==> config.mk <==
export PLATFORM = sky130hd
export DESIGN_NAME = fiscal_frame_builder_sum_checksum_unit
export DESIGN_NICKNAME = d
export VERILOG_FILES = /design/src/design/ffb_pkg.sv /design/src/design/fiscal_frame_builder_sum_checksum_unit.sv /design/src/design/ffb_front.sv /design/src/design/ffb_queue.sv /design/src/design/ffb_back.sv
export SDC_FILE = /design/constraint.sdc
export NUM_CORES = 1
export LEC_CHECK = 0
export BUFFER_PORTS_ARGS = -buffer_cell sky130_fd_sc_hd__buf_2
export CAP_MARGIN = 20
export CORE_MARGIN = 5
export CORE_UTILIZATION = 54
export DETAILED_ROUTE_END_ITERATION = 6
export PLACE_DENSITY = 0.77
export SETUP_SLACK_MARGIN = 0.5
export SYNTH_ARGS = -nofsm -noshare
export SYNTH_HDL_FRONTEND = slang
export SYNTH_SLANG_ARGS = --single-unit
==> constraint.sdc <==
create_clock -name clk -period 3.8 [get_ports clk]
set_input_delay 0.38 -clock clk [delete_from_list [all_inputs] [get_ports clk]]
set_output_delay 0.38 -clock clk [all_outputs]
set_load 0.05 [all_outputs]
==> src/design/ffb_pkg.sv <==
// Shared types and constants for the frame builder with byte-sum checksum.
// Used by ffb_front, ffb_queue, ffb_back and the top level.
package ffb_pkg;

  localparam int BYTE_W = 8;
  localparam int SUM_W = 16;
  localparam int CFG_INDEX_W = 2;
  localparam int STEP_W = 3;

  typedef enum logic [1:0] {
    FUNC_START  = 2'd0,
    FUNC_DATA   = 2'd1,
    FUNC_FINISH = 2'd2,
    FUNC_NONE   = 2'd3
  } func_t;

  typedef enum logic [CFG_INDEX_W-1:0] {
    REG_SEQUENCE  = 2'd0,
    REG_START     = 2'd1,
    REG_SEPARATOR = 2'd2,
    REG_END       = 2'd3
  } reg_index_t;

  localparam logic [BYTE_W-1:0] SEQUENCE_RESET  = 8'd32;
  localparam logic [BYTE_W-1:0] START_RESET     = 8'd2;
  localparam logic [BYTE_W-1:0] SEPARATOR_RESET = 8'd28;
  localparam logic [BYTE_W-1:0] END_RESET       = 8'd3;

  // Work that the back end expands into output bytes.
  typedef enum logic [1:0] {
    OP_START    = 2'd0,
    OP_SEP_DATA = 2'd1,
    OP_DATA     = 2'd2,
    OP_FINISH   = 2'd3
  } op_t;

  // Last step index of each op.
  localparam logic [STEP_W-1:0] START_LAST    = 3'd2;
  localparam logic [STEP_W-1:0] SEP_DATA_LAST = 3'd1;
  localparam logic [STEP_W-1:0] DATA_LAST     = 3'd0;
  localparam logic [STEP_W-1:0] FINISH_LAST   = 3'd4;

  typedef struct packed {
    op_t               op;
    logic [BYTE_W-1:0] b0;
    logic [BYTE_W-1:0] b1;
    logic [BYTE_W-1:0] b2;
    logic [SUM_W-1:0]  sum;
    logic              flag;
  } cmd_t;

  localparam logic [BYTE_W-1:0] ASCII_ZERO = 8'h30;
  localparam logic [BYTE_W-1:0] ASCII_A    = 8'h61;

  function automatic logic [BYTE_W-1:0] hex_char(input logic [3:0] nib);
    logic [BYTE_W-1:0] r;
    if (nib < 4'd10) begin
      r = ASCII_ZERO + {4'd0, nib};
    end else begin
      r = ASCII_A + {4'd0, nib - 4'd10};
    end
    return r;
  endfunction

endpackage

==> src/design/fiscal_frame_builder_sum_checksum_unit.sv <==
// Top level of the STX/ETX frame builder with hex byte-sum checksum.
// Instantiates ffb_front, ffb_queue and ffb_back; uses ffb_pkg.
//
// Each input transaction is taken by the front end, which updates the frame state
// and the running sum and queues a command for each item that yields output bytes.
// The back end emits one frame byte per cycle into the output register while
// the receiver keeps popping: a start item gives 3 bytes, the first payload byte 2,
// later payload bytes 1, and a finish item 5 (end marker plus four lowercase hex
// digits, last set on the final one). Items that produce no bytes are not queued.
// Sustained rate is set by the one-byte-per-cycle output register and by pop; push
// stalls (full) only when the QUEUE_DEPTH-entry command queue is full.
// Configuration writes are always ready and apply on the next cycle.
module fiscal_frame_builder_sum_checksum_unit #(
  parameter int MAX_PAYLOAD = 240,
  parameter int QUEUE_DEPTH = 2
) (
  input  logic                            clk,
  input  logic                            rst,
  input  logic                            push,
  output logic                            full,
  input  logic [1:0]                      func,
  input  logic [ffb_pkg::BYTE_W-1:0]      value,
  output logic                            empty,
  input  logic                            pop,
  output logic [ffb_pkg::BYTE_W-1:0]      out_byte,
  output logic                            last,
  output logic                            too_long,
  input  logic                            cfg_valid,
  output logic                            cfg_ready,
  input  logic [ffb_pkg::CFG_INDEX_W-1:0] cfg_index,
  input  logic [ffb_pkg::BYTE_W-1:0]      cfg_data
);

  logic          enq;
  ffb_pkg::cmd_t enq_cmd;
  ffb_pkg::cmd_t head_cmd;
  logic          cmd_empty;
  logic          cmd_pop;

  ffb_front #(
    .MAX_PAYLOAD(MAX_PAYLOAD)
  ) u_front (
    .clk       (clk),
    .rst       (rst),
    .push      (push),
    .full      (full),
    .func      (func),
    .value     (value),
    .cfg_valid (cfg_valid),
    .cfg_ready (cfg_ready),
    .cfg_index (cfg_index),
    .cfg_data  (cfg_data),
    .enq       (enq),
    .enq_cmd   (enq_cmd)
  );

  ffb_queue #(
    .DEPTH(QUEUE_DEPTH)
  ) u_queue (
    .clk     (clk),
    .rst     (rst),
    .wr_en   (enq),
    .wr_data (enq_cmd),
    .full    (full),
    .rd_en   (cmd_pop),
    .rd_data (head_cmd),
    .empty   (cmd_empty)
  );

  ffb_back u_back (
    .clk       (clk),
    .rst       (rst),
    .cmd       (head_cmd),
    .cmd_empty (cmd_empty),
    .cmd_pop   (cmd_pop),
    .out_byte  (out_byte),
    .last      (last),
    .too_long  (too_long),
    .empty     (empty),
    .pop       (pop)
  );

endmodule

==> src/design/ffb_front.sv <==
// Front end: configuration registers, item classification and frame state.
// Depends on ffb_pkg; produces ffb_pkg::cmd_t transactions for the queue.
module ffb_front #(
  parameter int MAX_PAYLOAD = 240
) (
  input  logic                                clk,
  input  logic                                rst,
  input  logic                                push,
  input  logic                                full,
  input  logic [1:0]                          func,
  input  logic [ffb_pkg::BYTE_W-1:0]          value,
  input  logic                                cfg_valid,
  output logic                                cfg_ready,
  input  logic [ffb_pkg::CFG_INDEX_W-1:0]     cfg_index,
  input  logic [ffb_pkg::BYTE_W-1:0]          cfg_data,
  output logic                                enq,
  output ffb_pkg::cmd_t                       enq_cmd
);

  localparam logic [ffb_pkg::BYTE_W-1:0] MAX_CNT = MAX_PAYLOAD[ffb_pkg::BYTE_W-1:0];

  logic [ffb_pkg::BYTE_W-1:0] sequence_byte;
  logic [ffb_pkg::BYTE_W-1:0] start_marker;
  logic [ffb_pkg::BYTE_W-1:0] separator_marker;
  logic [ffb_pkg::BYTE_W-1:0] end_marker;

  logic [ffb_pkg::SUM_W-1:0]  running_sum, running_sum_next;
  logic [ffb_pkg::BYTE_W-1:0] payload_count, payload_count_next;
  logic                       overflowed, overflowed_next;
  logic                       in_frame, in_frame_next;
  logic                       accept;
  logic                       first;

  assign cfg_ready = 1'b1;
  assign accept = push && !full;
  assign first = (payload_count == '0);

  always_ff @(posedge clk) begin
    if (rst) begin
      sequence_byte    <= ffb_pkg::SEQUENCE_RESET;
      start_marker     <= ffb_pkg::START_RESET;
      separator_marker <= ffb_pkg::SEPARATOR_RESET;
      end_marker       <= ffb_pkg::END_RESET;
    end else if (cfg_valid) begin
      case (ffb_pkg::reg_index_t'(cfg_index))
        ffb_pkg::REG_SEQUENCE:  sequence_byte    <= cfg_data;
        ffb_pkg::REG_START:     start_marker     <= cfg_data;
        ffb_pkg::REG_SEPARATOR: separator_marker <= cfg_data;
        ffb_pkg::REG_END:       end_marker       <= cfg_data;
        default: ;
      endcase
    end
  end

  always_comb begin
    running_sum_next   = running_sum;
    payload_count_next = payload_count;
    overflowed_next    = overflowed;
    in_frame_next      = in_frame;
    enq                = 1'b0;
    enq_cmd.op         = ffb_pkg::OP_DATA;
    enq_cmd.b0         = value;
    enq_cmd.b1         = value;
    enq_cmd.b2         = value;
    enq_cmd.sum        = running_sum;
    enq_cmd.flag       = 1'b0;
    if (accept) begin
      case (ffb_pkg::func_t'(func))
        ffb_pkg::FUNC_START: begin
          enq                = 1'b1;
          enq_cmd.op         = ffb_pkg::OP_START;
          enq_cmd.b0         = start_marker;
          enq_cmd.b1         = sequence_byte;
          running_sum_next   = {8'd0, start_marker} + {8'd0, sequence_byte}
                               + {8'd0, value};
          payload_count_next = '0;
          overflowed_next    = 1'b0;
          in_frame_next      = 1'b1;
        end
        ffb_pkg::FUNC_DATA: begin
          if (in_frame) begin
            if (payload_count >= MAX_CNT) begin
              overflowed_next = 1'b1;
            end else begin
              enq                = 1'b1;
              enq_cmd.op         = first ? ffb_pkg::OP_SEP_DATA : ffb_pkg::OP_DATA;
              enq_cmd.b0         = first ? separator_marker : value;
              running_sum_next   = running_sum
                                   + {8'd0, (first ? separator_marker : 8'd0)}
                                   + {8'd0, value};
              payload_count_next = payload_count + 8'd1;
            end
          end
        end
        ffb_pkg::FUNC_FINISH: begin
          if (in_frame) begin
            enq                = 1'b1;
            enq_cmd.op         = ffb_pkg::OP_FINISH;
            enq_cmd.b0         = end_marker;
            enq_cmd.sum        = running_sum + {8'd0, end_marker};
            enq_cmd.flag       = overflowed;
            running_sum_next   = '0;
            payload_count_next = '0;
            overflowed_next    = 1'b0;
            in_frame_next      = 1'b0;
          end
        end
        default: ;
      endcase
    end
  end

  always_ff @(posedge clk) begin
    if (rst) begin
      running_sum   <= '0;
      payload_count <= '0;
      overflowed    <= 1'b0;
      in_frame      <= 1'b0;
    end else begin
      running_sum   <= running_sum_next;
      payload_count <= payload_count_next;
      overflowed    <= overflowed_next;
      in_frame      <= in_frame_next;
    end
  end

endmodule

==> src/design/ffb_queue.sv <==
// Short command queue between front and back end.
// Depends on ffb_pkg for the cmd_t transaction type.
module ffb_queue #(
  parameter int DEPTH = 2
) (
  input  logic          clk,
  input  logic          rst,
  input  logic          wr_en,
  input  ffb_pkg::cmd_t wr_data,
  output logic          full,
  input  logic          rd_en,
  output ffb_pkg::cmd_t rd_data,
  output logic          empty
);

  localparam int PTR_W = (DEPTH > 1) ? $clog2(DEPTH) : 1;
  localparam int CNT_W = $clog2(DEPTH + 1);
  localparam logic [PTR_W-1:0] PTR_MAX = PTR_W'(DEPTH - 1);
  localparam logic [CNT_W-1:0] CNT_FULL = CNT_W'(DEPTH);

  ffb_pkg::cmd_t    entries [DEPTH];
  logic [PTR_W-1:0] wr_ptr;
  logic [PTR_W-1:0] rd_ptr;
  logic [CNT_W-1:0] count;
  logic             do_wr;
  logic             do_rd;

  assign full    = (count == CNT_FULL);
  assign empty   = (count == '0);
  assign do_wr   = wr_en && !full;
  assign do_rd   = rd_en && !empty;
  assign rd_data = entries[rd_ptr];

  always_ff @(posedge clk) begin
    if (do_wr) begin
      entries[wr_ptr] <= wr_data;
    end
  end

  always_ff @(posedge clk) begin
    if (rst) begin
      wr_ptr <= '0;
      rd_ptr <= '0;
      count  <= '0;
    end else begin
      if (do_wr) begin
        wr_ptr <= (wr_ptr == PTR_MAX) ? '0 : wr_ptr + PTR_W'(1);
      end
      if (do_rd) begin
        rd_ptr <= (rd_ptr == PTR_MAX) ? '0 : rd_ptr + PTR_W'(1);
      end
      if (do_wr && !do_rd) begin
        count <= count + CNT_W'(1);
      end else if (do_rd && !do_wr) begin
        count <= count - CNT_W'(1);
      end
    end
  end

endmodule

==> src/design/ffb_back.sv <==
// Back end: expands each command into frame bytes, one per cycle into an output
// register while it is empty or popped. Depends on ffb_pkg.
module ffb_back (
  input  logic                       clk,
  input  logic                       rst,
  input  ffb_pkg::cmd_t              cmd,
  input  logic                       cmd_empty,
  output logic                       cmd_pop,
  output logic [ffb_pkg::BYTE_W-1:0] out_byte,
  output logic                       last,
  output logic                       too_long,
  output logic                       empty,
  input  logic                       pop
);

  logic [ffb_pkg::STEP_W-1:0] step;
  logic [ffb_pkg::STEP_W-1:0] last_step;
  logic                       out_valid;
  logic                       load;
  logic [ffb_pkg::BYTE_W-1:0] byte_sel;
  logic [3:0]                 nib;

  assign empty = !out_valid;
  assign load = !cmd_empty && (!out_valid || pop);
  assign cmd_pop = load && (step == last_step);

  always_comb begin
    case (cmd.op)
      ffb_pkg::OP_START:    last_step = ffb_pkg::START_LAST;
      ffb_pkg::OP_SEP_DATA: last_step = ffb_pkg::SEP_DATA_LAST;
      ffb_pkg::OP_DATA:     last_step = ffb_pkg::DATA_LAST;
      ffb_pkg::OP_FINISH:   last_step = ffb_pkg::FINISH_LAST;
      default:              last_step = ffb_pkg::DATA_LAST;
    endcase
  end

  always_comb begin
    case (step)
      3'd1:    nib = cmd.sum[15:12];
      3'd2:    nib = cmd.sum[11:8];
      3'd3:    nib = cmd.sum[7:4];
      default: nib = cmd.sum[3:0];
    endcase
  end

  always_comb begin
    if (cmd.op == ffb_pkg::OP_FINISH && step != '0) begin
      byte_sel = ffb_pkg::hex_char(nib);
    end else begin
      case (step)
        3'd0:    byte_sel = cmd.b0;
        3'd1:    byte_sel = cmd.b1;
        default: byte_sel = cmd.b2;
      endcase
    end
  end

  always_ff @(posedge clk) begin
    if (load) begin
      out_byte <= byte_sel;
      last     <= (cmd.op == ffb_pkg::OP_FINISH) && (step == last_step);
      too_long <= (cmd.op == ffb_pkg::OP_FINISH) && cmd.flag;
    end
  end

  always_ff @(posedge clk) begin
    if (rst) begin
      out_valid <= 1'b0;
      step      <= '0;
    end else begin
      if (load) begin
        out_valid <= 1'b1;
        step      <= (step == last_step) ? '0 : step + 3'd1;
      end else if (pop) begin
        out_valid <= 1'b0;
      end
    end
  end

endmodule

==> Yosys cells after proc, flatten, opt, wreduce, memory -nomap -nowiden <==
Memories as Yosys holds them, arrays and structs flattened. A register that Yosys moved wholly into a read port is not among the register bits.
Cells that the tools add are included.
{ "op_classes": {"n_reduce_logical": 34, "mux": 46, "n_lt_le_gt_ge": 2, "n_eq_ne": 17, "addsub": 14} }
{ "ops": {"columns": ["operator", "count"], "rows": [
  ["adder 16 x 8 -> 16 bit", 4],
  ["2-to-1 mux 8 bit", 8],
  ["2-to-1 mux 17 bit", 3],
  ["2-to-1 mux 16 bit", 3],
  ["one-hot mux 16 bit (3 select lines)", 1],
  ["one-hot mux 10 bit (3 select lines)", 1],
  ["one-hot mux 8 bit (3 select lines)", 1],
  ["2-to-1 mux 10 bit", 2],
  ["2-to-1 mux 18 bit", 1],
  ["one-hot mux 8 bit (2 select lines)", 1],
  ["2-to-1 mux 1 bit", 15],
  ["equality test 2 bit (second input constant)", 6],
  ["one-hot mux 3 bit (4 select lines)", 1],
  ["one-hot mux 4 bit (3 select lines)", 1],
  ["logical AND 1 bit", 10],
  ["AND reduction 2 bit", 5],
  ["AND reduction 5 bit", 2],
  ["adder 8 x 8 -> 9 bit", 1],
  ["2-to-1 mux 9 bit", 1],
  ["adder 7 x 4 -> 8 bit (first input constant)", 1],
  ["adder 8 x 1 -> 8 bit (second input constant)", 1],
  ["greater-or-equal comparator 8 bit (second input constant)", 1],
  ["zero test 2 bit", 4],
  ["zero test 8 bit", 1],
  ["22 further kinds", 38]
]} }
{ "totals": {"ram_bits": 86, "output_inout_bits": 13, "wordCells": 130, "in_bits": 25, "memories": 1, "regBits": 76} }
{ "memory_table": {"columns": ["memory", "words", "word_bits", "rd", "rd_ports_with_merged_regs", "write_ports", "line", "text"], "rows": [
  ["u_queue.entries", 2, 43, 1, 1, 1, "ffb_queue.sv:21", "ffb_pkg::cmd_t entries [DEPTH];"]
]} }

==> Depth between registers and ports, before layout <==
Gate-level depths: netlist (run 1).
{ "depth": {"depth_word": 10, "depth_mapped": 15, "depth_no_buf": 14} }

==> Cells and area by module <==
From an unflattened synthesis (run 1), not the netlist that was laid out.
{ "hier_totals": {"cells_unflattened": 839, "hier_area_um2": 9115.0} }
{ "modules_own_cells": {"columns": ["module", "seq_area_each_um2", "area_per_inst_um2", "cells_each", "n_inst"], "rows": [
  ["ffb_front", 1161.1, 4734.5, 573, 1],
  ["ffb_queue", 2682.6, 3316.9, 159, 1],
  ["ffb_back", 380.4, 1063.5, 107, 1]
]} }

==> Worst setup path after synthesis (run 1) <==
OpenSTA, ideal clock, no wires.
{ "synth_path": {"path_kind": "register to register", "start": "register u_queue.count[1]", "end": "memory u_queue.entries[0][0] in the netlist's numbering, enable pin", "slack_ps": 182, "path_stages_with_launch": 6, "t_required_ps": 3351, "path_buffers": 0, "t_arrival_ps": 3169, "setup_time_ps": 449, "period_less_slack_ps": 3618, "cell_sequence": "dfxtp_1 > nor2b_2 > nor2b_1 > nand2b_1 > a21oi_1 > nor2b_1"} }
{ "synth_between": {"elab_chain_len": 7} }
{ "synth_rtl": {"columns": ["element", "line", "text"], "rows": [
  ["start, declared", "ffb_queue.sv:24", "logic [CNT_W-1:0] count;"],
  ["start signal, assigned", "ffb_queue.sv:53", "count <= count + CNT_W'(1);"],
  ["start signal, assigned", "ffb_queue.sv:55", "count <= count - CNT_W'(1);"],
  ["equality test 2 bit (*)", "ffb_queue.sv:28", "assign full = (count == CNT_FULL);"],
  ["via full", "fiscal_frame_builder_sum_checksum_unit.sv:20", "output logic full,"],
  ["zero test 1 bit (*)", "ffb_front.sv:35, ffb_queue.sv:30", null],
  ["logical AND 1 bit", "ffb_front.sv:35", "assign accept = push && !full;"],
  ["2-to-1 mux 1 bit", "ffb_front.sv:67", "if (accept) begin"],
  ["logical AND 1 bit (*)", "ffb_queue.sv:30", "assign do_wr = wr_en && !full;"],
  ["via u_queue.do_wr", "ffb_queue.sv:25", "logic do_wr;"],
  ["2-to-1 mux 1 bit (*)", "ffb_queue.sv:35", "if (do_wr) begin"],
  ["2-to-1 mux 1 bit (implied by the code) (*)", "ffb_queue.sv:36", "entries[wr_ptr] <= wr_data;"],
  ["end, declared", "ffb_queue.sv:21", null]
]} }
Mark *: on every way through the listed nets, which the timed path passes. The rest lies on a longest branch.

==> Worst setup path after layout (run 1) <==
{ "layout_path": {"start": "register u_front.payload_count[1] in the netlist's numbering", "end": "register u_front.running_sum[7] in the netlist's numbering"} }
{ "layout_between": {"elab_chain_len": 7, "word_cells_on_any_way": 10, "classes_between": "add/sub: 2; order compare: 1; eq/ne: 1; mux: 4; reduce/logical: 2"} }
{ "layout_rtl": {"columns": ["element", "line", "text"], "rows": [
  ["start, declared", "ffb_front.sv:28", "logic [ffb_pkg::BYTE_W-1:0] payload_count, payload_count_next;"],
  ["start signal, assigned", "ffb_front.sv:121", "payload_count <= payload_count_next;"],
  ["zero test 8 bit", "ffb_front.sv:36", "assign first = (payload_count == '0);"],
  ["2-to-1 mux 8 bit", "ffb_front.sv:89", "+ {8'd0, (first ? separator_marker : 8'd0)}"],
  ["adder 16 x 8 -> 16 bit", "ffb_front.sv:89", null],
  ["adder 16 x 8 -> 16 bit", "ffb_front.sv:90", "+ {8'd0, value};"],
  ["2-to-1 mux 16 bit", "ffb_front.sv:82", "if (payload_count >= MAX_CNT) begin"],
  ["2-to-1 mux 16 bit", "ffb_front.sv:81", "if (in_frame) begin"],
  ["one-hot mux 16 bit (3 select lines)", "ffb_front.sv:68", "case (ffb_pkg::func_t'(func))"],
  ["end signal, assigned", "ffb_front.sv:120", "running_sum <= running_sum_next;"],
  ["end, declared", "ffb_front.sv:27", "logic [ffb_pkg::SUM_W-1:0] running_sum, running_sum_next;"]
]} }
Several ways; a longest one is shown, not always the timed one. The select of a mux whose other input is x is not followed.
A chain may end at the register's enable or synchronous reset.

==> flow_metrics.tcl, run 1 <==
set metrics [dict create \
    crit_top_cell "ha_4" \
    path_max_fanout 6 \
    min_to "u_front.separator_marker[2]" \
    synth_simple_gate_area_share_pct 15.8 \
    grt_pass1_wl_um 33700 \
    coreArea_sq_um 15900 \
    period_needed_ps 3630 \
    wl_per_cell_um 18.9 \
    hp-start "cfg_data[2]" \
    synthesis.area_sq_um 8800 \
    arrival_ps 3960 \
    die_area_sq_um 19000 \
    nets 973 \
    hpwl_um 14800 \
    avgSynthCellArea_sq_um 10.4 \
    rr_worst_depth 15 \
    max-vdd-ir-drop_v 0.000390 \
    final_cell_mix "nand2_1, edfxtp_1, nor2_1" \
    routed_wl_um 21100 \
    p_per_area_nw_per_um2 554 \
    cts.htree.levels 4 \
    synth-seq-area-share_pct 48.0 \
    synth_cells 848 \
    drive_above_1_share_pct 15.1 \
    hold_class "in -> reg" \
    finish.utilization_pct 62.6 \
    max_slew.worst_pin.slew_ps 1140 \
    cap_violations 0 \
    stdcell_area_sq_um 9990 \
    clk_pin_slew_ps 70 \
    path_cells "inv_4 -> ha_4 -> or4b_4 -> nor4_2 -> buf_4 -> and2_4 -> fa_1 -> ha_4 -> fa_2 -> a21o_1 -> a21oi_4 -> o21bai_1 -> nor4b_1 -> a21oi_1 -> a311oi_1" \
    rsz0062_at_grt "true" \
    cts_inserted_buffers 17 \
    drc 0 \
    syn-num-nets 932 \
    endpoint_kind "register" \
    start_util_pct 55.2 \
    fin_skew_ps 13.9 \
    place_area_sq_um 9230 \
    fin_crit_sh_pct 95.4 \
    synth_xor_area_share_pct 4.58 \
    io_pins 38 \
    die_h_um 138 \
    slew_headroom_pct 24.1 \
    grt_overflow 0 \
    synth_compound_area_share_pct 14.5 \
    gp_congestion 0.925 \
    ys_ff_latch 163 \
    synth_ff_type "edfxtp_1" \
    synth_top_family_by_area "simple AND/OR/NAND/NOR gates" \
    clock_latency_ps 440 \
    fin_tns_setup_ps 0 \
    via_per_inst 6.03 \
    yosysUniqueCellTypes 65 \
    yosysWarningCount 0 \
    cts.sinks 163 \
    drtAntennaViolNets 0 \
    chipWidth_um 138 \
    p_leak_nw 3.73 \
    initialDrtViolationCount 572 \
    cts_tree "yes" \
    grt_pass1_vias 6362 \
    ys_async_sr_fraction_pct 0 \
    clockBufferDepth 2 \
    vias 6736 \
    synth_mux_area_share_pct 4.83 \
    rows 46 \
    r2r_end "u_front.running_sum[7]" \
    synth_edf_count 96 \
    status "completed" \
    rrSetupSlack_ps 170 \
    area_growth_pct 13.4 \
    slowest_delay_ps 450 \
    startpoint_type "register" \
    setup_viol 0 \
    grt_antenna_before_repair 0 \
    critPathKind "reg -> reg" \
    report.final.slew_viol_count 0 \
    fmax_mhz 276 \
    finalHoldViolCount 0 \
    grt_start_max_net_pins 57 \
    synth_fa_ha_area_share_pct 9.41 \
    drt_pass1_iterations 5 \
    cp_data_required_time_ps 4130 \
    grt_use_total_pct 23.5 \
    io_buffer_count 36 \
    diodes 0 \
    hold_depth 3 \
    r2r-start "u_front.payload_count[1]" \
    p_total_mw 5.53 \
    cts_root_buf "clkbuf_16" \
    cpMaxStageDelayCell "or4b_4" \
    hold_buffers 0 \
]
## how the worst max path moves through the flow
stage | endpoint | cells past startpoint | start
4_1_cts | u_front.running_sum[7] | 15 | u_front.payload_count[0]
6_report | u_front.running_sum[7] | 15 | u_front.payload_count[1]
3_5_place_dp | u_front.running_sum[8] | 14 | u_front.payload_count[0]
2_1_floorplan | u_front.running_sum[8] | 14 | u_front.payload_count[0]
3_3_place_gp | u_front.running_sum[8] | 14 | u_front.payload_count[0]
5_1_grt | u_front.running_sum[8] | 14 | u_front.payload_count[1]
## routing by layer
layer  vias to the layer above  track usage [%]  routed length [um]
met3                        56             5.84                1560
met4                         0             9.88                 793
met1                      3221             30.5                8920
li1                       3191                -                   -
met5                         -                0                   0
met2                       268             37.6                9870
## area by class of cell
type                       instances  area, sq um
fill                            1325         5960
multi-input combinational        625         4450
inverter                          20         80.1
clock buffer                      18          429
tap                              216          270
sequential                       163         4230
timing repair buffer              62          379
clock inverter                    14          144
## what timing repair did
action	4_1_cts	5_1_grt
endpoints found under the setup margin	11	13
pin swaps	16	14
setup buffers	7	6
resized for setup	8	10
endpoints found under the hold margin	0	0
cloned	0	0
## cell usage after synthesis, drive strengths merged (14+ instances only)
master | count | area share [%]
edfxtp | 96 | 33
inv | 20 | 0.85
a211oi | 21 | 1.8
and2 | 15 | 1.1
ha | 47 | 6.7
xor2 | 21 | 2.1
nand2 | 96 | 4.1
dfxtp | 67 | 15
xnor2 | 25 | 2.5
mux2i | 30 | 3.6
o21ai | 41 | 2.3
nand3b | 14 | 1.2
nor2 | 70 | 3.0
clkbuf | 29 | 1.3
a21oi | 58 | 3.3
## stage by stage
| stage | setup slack [ps] | hold WS (ps) | std cells |
|---|---|---|---|
| 3_5_place_dp | 103 | 477 | 1073 |
| 3_3_place_gp | 210 | 466 | 1073 |
| 4_1_cts | 218 | 196 | 1112 |
| 2_1_floorplan | 327 | 443 | 848 |
| 6_report | 173 | 210 | 1118 |
| 5_1_grt | 9.34 | 201 | 1118 |
## flip-flops by register name, indices dropped and copies added (netlist names), named ones only
name,flops
u_front.overflowed,1
u_queue.rd_ptr,1
u_front.payload_count,8
u_front.running_sum,16
u_back.too_long,1
u_queue.wr_ptr,1
u_queue.count,2
u_front.in_frame,1
u_front.sequence_byte,8
u_back.step,3
u_front.start_marker,8
u_back.out_byte,8
u_front.end_marker,8
u_back.out_valid,1
u_back.last,1
u_queue.entries,86
u_front.separator_marker,8
## cells by family (layout without fill, tap and decap cells)
| kind of cell | Yosys count | after routing |
|---|---|---|
| compound gates | 197 | 197 |
| xor+xnor | 46 | 46 |
| fa+ha+maj | 59 | 59 |
| buf+inv | 60 | 114 |
| flops | 163 | 163 |
| mux | 40 | 40 |
| other cells | 1 | 1 |
| simple gates | 282 | 282 |
## worst max-delay path: cells and delay by family, from the launching register on
family,cells,cell delay (ps)
simple gates,4,1030
compound gates,5,790
fa+ha+maj,4,1100
flops,1,360
buf+inv,2,230
## power by group
| part | switching [mW] | internal, mW | total (mW) | leakage [nW] |
|---|---|---|---|---|
| registers | 0.128 | 2.06 | 2.18 | 1.43 |
| logic | 1.03 | 0.641 | 1.67 | 2.01 |
| clock network | 0.754 | 0.925 | 1.68 | 0.282 |
Note: power is estimated with default switching activity, not from simulation.
==> run 2, diff against run 1 <==
Settings changed: CAP_MARGIN 20 to 30, SYNTH_HIERARCHICAL set to 1.
==> run 2 against run 1 <==
Clock-buffer cell count up 3. Hold slack better by 9.6 ps. Design area up 2.7%. Fmax up 4.5%. Critical path depth down 3. Non-clock buffer count unchanged. Utilization down 0.80 points. Largest cell class unchanged. Largest power group unchanged.
==> flow_metrics.tcl, run 2 <==
set metrics [dict create \
    finalHoldViolCount 0 \
    synth_top_family_by_area "compound AO/OA/AOI/OAI gates" \
    multi_input_area_sq_um 4670 \
    synthTopCellsByCount "edfxtp_1, nand2_1, dfxtp_1, nor2_1, mux2_2" \
    grt_pass1_wl_um 34500 \
    die_h_um 140 \
    max_slew.worst_pin.slew_ps 854 \
    period_needed_ps 3470 \
    hold_class "in -> reg" \
    synthesis.area_sq_um 9110 \
    slew_headroom_pct 42.9 \
    largest_reg_flops 86 \
    diodes 0 \
    wl_per_cell_um 20.2 \
    drc 0 \
    clock_latency_ps 430 \
    grt_start_max_net_pins 47 \
    cpMaxStageDelayCell "fa_1" \
    ys_async_sr_fraction_pct 0 \
    cts_tree "yes" \
    fin_skew_ps 9.05 \
    setup_ws_ps 329 \
    drt_pass1_iterations 6 \
    grt_overflow 0 \
    status "completed" \
    path_max_fanout 5 \
    drive_above_1_share_pct 21.2 \
    regArea_sq_um 4230 \
    io_pins 38 \
    fmax_mhz 288 \
    coreArea_sq_um 16600 \
    chipWidth_um 140 \
    nets 953 \
    endpoint_kind "register" \
    via_per_inst 6.25 \
    critPathKind "reg -> reg" \
    gp_congestion 0.939 \
    rsz0062_at_grt "true" \
    synth_compound_area_share_pct 14.8 \
    area_growth_pct 12.5 \
    reg.largest.list "u_queue/entries x86, u_front/running_sum x16" \
    cp_data_required_time_ps 4110 \
    synth-seq-area-share_pct 46.3 \
    initialDrtViolationCount 740 \
    max-vdd-ir-drop_v 0.000388 \
    p_leak_nw 3.83 \
    synth_fa_ha_area_share_pct 8.98 \
    synth_xor_area_share_pct 2.50 \
    final_cell_mix "edfxtp_1, nand2_1, nor2_1" \
    fin_tns_setup_ps 0 \
    path_cells "inv_4 -> ha_4 -> nor4b_4 -> buf_4 -> and3_4 -> fa_1 -> ha_4 -> o211ai_1 -> o21ai_2 -> o311a_1 -> o211ai_1 -> mux2_4" \
    cts_root_buf "clkbuf_16" \
    rows 47 \
    die_area_sq_um 19600 \
    clk_pin_slew_ps 60 \
    cts.htree.levels 4 \
    num-fill-cells 1313 \
    yosysWarningCount 6 \
    dp_slack_ps 59.3 \
    yosys.area.top_type "edfxtp_1" \
    synth_most_common_cell "edfxtp_1" \
    fin_crit_sh_pct 91.3 \
    grt_use_total_pct 22.4 \
    synth_simple_gate_area_share_pct 14.6 \
    avgSynthCellArea_sq_um 10.9 \
    start_util_pct 55.0 \
    slowest_delay_ps 440 \
    yosysUniqueCellTypes 81 \
    regMostFlops "u_queue/entries" \
    cts_inserted_buffers 17 \
    p_per_area_nw_per_um2 442 \
    finish.utilization_pct 61.8 \
    synth_mux_area_share_pct 8.51 \
    syn-num-nets 918 \
    stdcell_area_sq_um 10300 \
    cts.sinks 163 \
    clockBufferDepth 2 \
    report.final.slew_viol_count 0 \
    hpwl_um 15200 \
    grt_pass1_vias 6447 \
    drtAntennaViolNets 0 \
    place_area_sq_um 9410 \
    netlist.area_leader.share_pct 31.6 \
    setup_viol 0 \
    ys_ff_latch 163 \
    synth_cells 839 \
    vias 6922 \
    routed_wl_um 22300 \
    io_buffer_count 36 \
    startpoint_type "register" \
    arrival_ps 3780 \
    grt_antenna_before_repair 0 \
    final_common_cell "edfxtp_1" \
    synth_edf_count 96 \
    synth_ff_type "edfxtp_1" \
    yosys-top-cells-area "edfxtp_1, dfxtp_1, mux2_2, ha_1, fa_1" \
    cap_violations 0 \
]
==> run 2: cell types whose count changed in the layout (fill, tap and decap cells not counted), sizes merged, moves of 7 or more <==
cell | previous run | this run
a211oi | 21 | 14
a21oi | 58 | 40
a221o | 0 | 13
and2 | 15 | 4
fa | 12 | 19
ha | 47 | 35
mux2 | 10 | 52
mux2i | 30 | 19
nand2 | 96 | 70
nand3 | 10 | 18
nand3b | 14 | 1
o211ai | 4 | 12
xnor2 | 25 | 9
==> run 2: timing repair <==
action                     4_1_cts  5_1_grt
hold buffers                     0        0
pin swaps                       10       14
setup endpoints to repair        9        8
setup buffers                    6        9
gates resized for setup         15       19
==> run 2: layout make-up <==
type / instances / area share [%]
sequential: 163 / 41.3
clock inverter: 11 / 1.05
timing repair buffer: 62 / 3.90
clock buffer: 21 / 4.39
tap: 220 / 2.68
multi-input combinational: 599 / 45.5
inverter: 31 / 1.18
==> run 2: critical path: cells and delay by family (launching register included) <==
family | cells | cell delay [ps]
buffers and inverters | 2 | 270
and+or+nand+nor | 2 | 500
muxes | 1 | 320
AOI/OAI and AO/OA | 4 | 1080
DFF | 1 | 360
adders and majority gates | 3 | 820
==> run 2: per-stage QoR <==
stage | hold WS [ps] | power, mW | cells
finish | 219 | 4.54 | 1107
global route | 220 | 4.72 | 1107
CTS | 205 | 4.48 | 1098
detailed placement | 464 | 2.82 | 1060
global placement | 445 | 2.81 | 1060
floorplan | 432 | 2.63 | 839
==> run 2: routing by layer <==
metal	vias to the layer above	GRT usage [%]	wire, um
met4	0	9.13	795
met5	-	0	0
met2	330	36.0	10600
met3	81	5.18	1820
met1	3335	29.5	9130
li1	3176	-	-
==> run 2: cells by family (layout without fill, tap and decap cells) <==
group | after synthesis | after routing
fa+ha+maj | 54 | 54
xor+xnor | 26 | 26
compound gates | 189 | 189
other cells | 1 | 1
simple gates | 258 | 258
flops | 163 | 163
buf+inv | 77 | 125
mux | 71 | 71
==> run 2: power by group <==
group	switching [mW]	internal, mW
Combinational	0.547	0.364
Sequential	0.0523	1.95
Clock	0.701	0.923
Total	1.30	3.24
==> run 2: final timing paths <==
kind	startpoint	endpoint	slack [ps]	cells past startpoint
setup / recovery	u_front/payload_count[0]	u_front/running_sum[14]	330	12
hold / removal	cfg_data[4]	u_front/separator_marker[4]	220	3
setup reg to reg	u_front/payload_count[0]	u_front/running_sum[14]	330	12
hold reg to reg	u_queue/wr_ptr	u_queue/wr_ptr	490	2
==> run 3, diff against run 2 <==
Settings changed: REMOVE_ABC_BUFFERS set to 1.
==> run 3 against run 2 <==
Wire length shrank 3.7%. Via count shrank 2.0%. Total power is 1.7% higher. Sequential power about the same. Clock skew grew 1.0 ps. Largest power group unchanged. Combinational power decreased by 3.5%. Largest cell class unchanged.
==> flow_metrics.tcl, run 3 (synthesis results as in run 2) <==
set metrics [dict create \
    status "completed" \
    grt_pass1_vias 6502 \
    p_per_area_nw_per_um2 451 \
    max-vdd-ir-drop_v 0.000364 \
    wl_per_cell_um 19.4 \
    crit_top_cell "ha_4" \
    reg.largest.list "u_queue/entries x86, u_front/running_sum x16" \
    rrSetupSlack_ps 530 \
    setup_viol 0 \
    initialDrtViolationCount 818 \
    arrival_ps 3590 \
    p_leak_nw 3.83 \
    gp_congestion 0.919 \
    cts.sinks 163 \
    path_cells "inv_4 -> ha_4 -> nor4b_4 -> buf_4 -> and3_4 -> fa_2 -> ha_4 -> a211oi_4 -> o21ai_2 -> o311a_1 -> o211ai_1 -> mux2_4" \
    largest_reg_flops 86 \
    chipWidth_um 140 \
    report.final.slew_viol_count 0 \
    via_per_inst 6.14 \
    area_growth_pct 12.3 \
    cts_tree "yes" \
    fin_skew_ps 10.1 \
    die_area_sq_um 19600 \
    final_common_cell "edfxtp_1" \
    cts_root_buf "clkbuf_16" \
    use_met3_pct 4.74 \
    drive_above_1_share_pct 21.0 \
    diodes 0 \
    cts.htree.levels 4 \
    use_met1_pct 30.0 \
    fmax_mhz 306 \
    hold_class "in -> reg" \
    grt_overflow 0 \
    path_max_fanout 6 \
    drt_pass1_iterations 6 \
    period_needed_ps 3270 \
    cts_inserted_buffers 17 \
    hpwl_um 15000 \
    slowest_delay_ps 480 \
    grt_start_max_net_pins 47 \
    start_util_pct 55.0 \
    critPathLaunch "u_front/payload_count[0]" \
    hold_buffers 0 \
    endpoint_kind "register" \
    grt_pass1_wl_um 34700 \
    hold_ws_ps 220 \
    finalHoldViolCount 0 \
    cp_data_required_time_ps 4120 \
    busiest_layer "met2" \
    drc 0 \
    r2r-start "u_front/payload_count[0]" \
    grtUsageMet2_pct 35.2 \
    fin_tns_setup_ps 0 \
    drtAntennaViolNets 0 \
    critical_path.top_delay_family "compound AO/OA/AOI/OAI gates" \
    routed_wl_um 21500 \
    final_cell_mix "edfxtp_1, nand2_1, nor2_1" \
    worstSetupEndpoint "u_front/running_sum[14]" \
    clockBufferDepth 2 \
    crit_cells 12 \
    rows 47 \
    cap_violations 0 \
    die_h_um 140 \
    vias 6785 \
    grt_antenna_before_repair 0 \
    grt_use_total_pct 22.4 \
    max_slew.worst_pin.slew_ps 820 \
    slew_headroom_pct 45.2 \
    coreArea_sq_um 16600 \
    critPathBufInv 2 \
    fin_crit_sh_pct 86.0 \
    rr_worst_depth 12 \
    clock_latency_ps 430 \
    critPathKind "reg -> reg" \
    rsz0062_at_grt "true" \
    cpMaxStageDelayCell "fa_2" \
    startpoint_type "register" \
    clk_pin_slew_ps 70 \
    io_buffer_count 36 \
    io_pins 38 \
    regMostFlops "u_queue/entries" \
    nets 951 \
    r2r_end "u_front/running_sum[14]" \
]
[run 3: through the flow]
step / area (sq um) / instances / setup slack, ps / power (mW) / utilization [%]
after floorplan: 8840 / 793 / 509 / 2.59 / -
after global routing: 10200 / 1105 / 442 / 4.83 / 61.7
after CTS: 10100 / 1097 / 501 / 4.60 / 61.0
final: 10200 / 1105 / 531 / 4.61 / 61.7
after global placement: 9400 / 1062 / 317 / 2.80 / 56.7
after detailed placement: 9400 / 1062 / 175 / 2.82 / 56.7
[run 3: area by class of cell]
cell class	count	area [sq um]
fillers	1348	6350
well taps	220	275
repair buffers	60	364
inverters	31	119
clock buffers	18	429
clock inverters	14	168
flip-flops and latches	163	4230
multi-input cells	599	4650
[run 3: worst min path at each step]
stage                     slack (ps)                from                     endpoint  cells after the start
after global placement           460  u_front/overflowed           u_front/overflowed                      2
final                            220         cfg_data[3]  u_front/separator_marker[3]                      3
after floorplan                  430  u_front/overflowed           u_front/overflowed                      2
after CTS                        190         cfg_data[2]  u_front/separator_marker[2]                      3
after detailed placement         470  u_front/overflowed           u_front/overflowed                      2
after global routing             200         cfg_data[3]        u_front/end_marker[3]                      3
[run 3: tightest hold or removal path, stage by stage]
cell     delay (ps)
buf_2           110
nand2_1          50
nand3_1          70
[run 3: power breakdown]
part           internal, mW  switching (mW)  total, mW
logic                 0.356           0.522      0.878
registers              1.95          0.0545       2.00
clock network         0.989           0.741       1.73
total                  3.29            1.32       4.61
[run 3: routing by layer]
layer,wire length [um],up-vias
met5,0,-
met4,596,0
met3,1460,47
met2,10400,275
met1,9040,3281
li1,-,3182
[run 3: timing repair]
item / in CTS / in global routing
pin swaps: 13 / 7
setup buffers: 3 / 8
gates resized for setup: 19 / 12
endpoints found under the hold margin: 0 / 0
endpoints found under the setup margin: 9 / 9
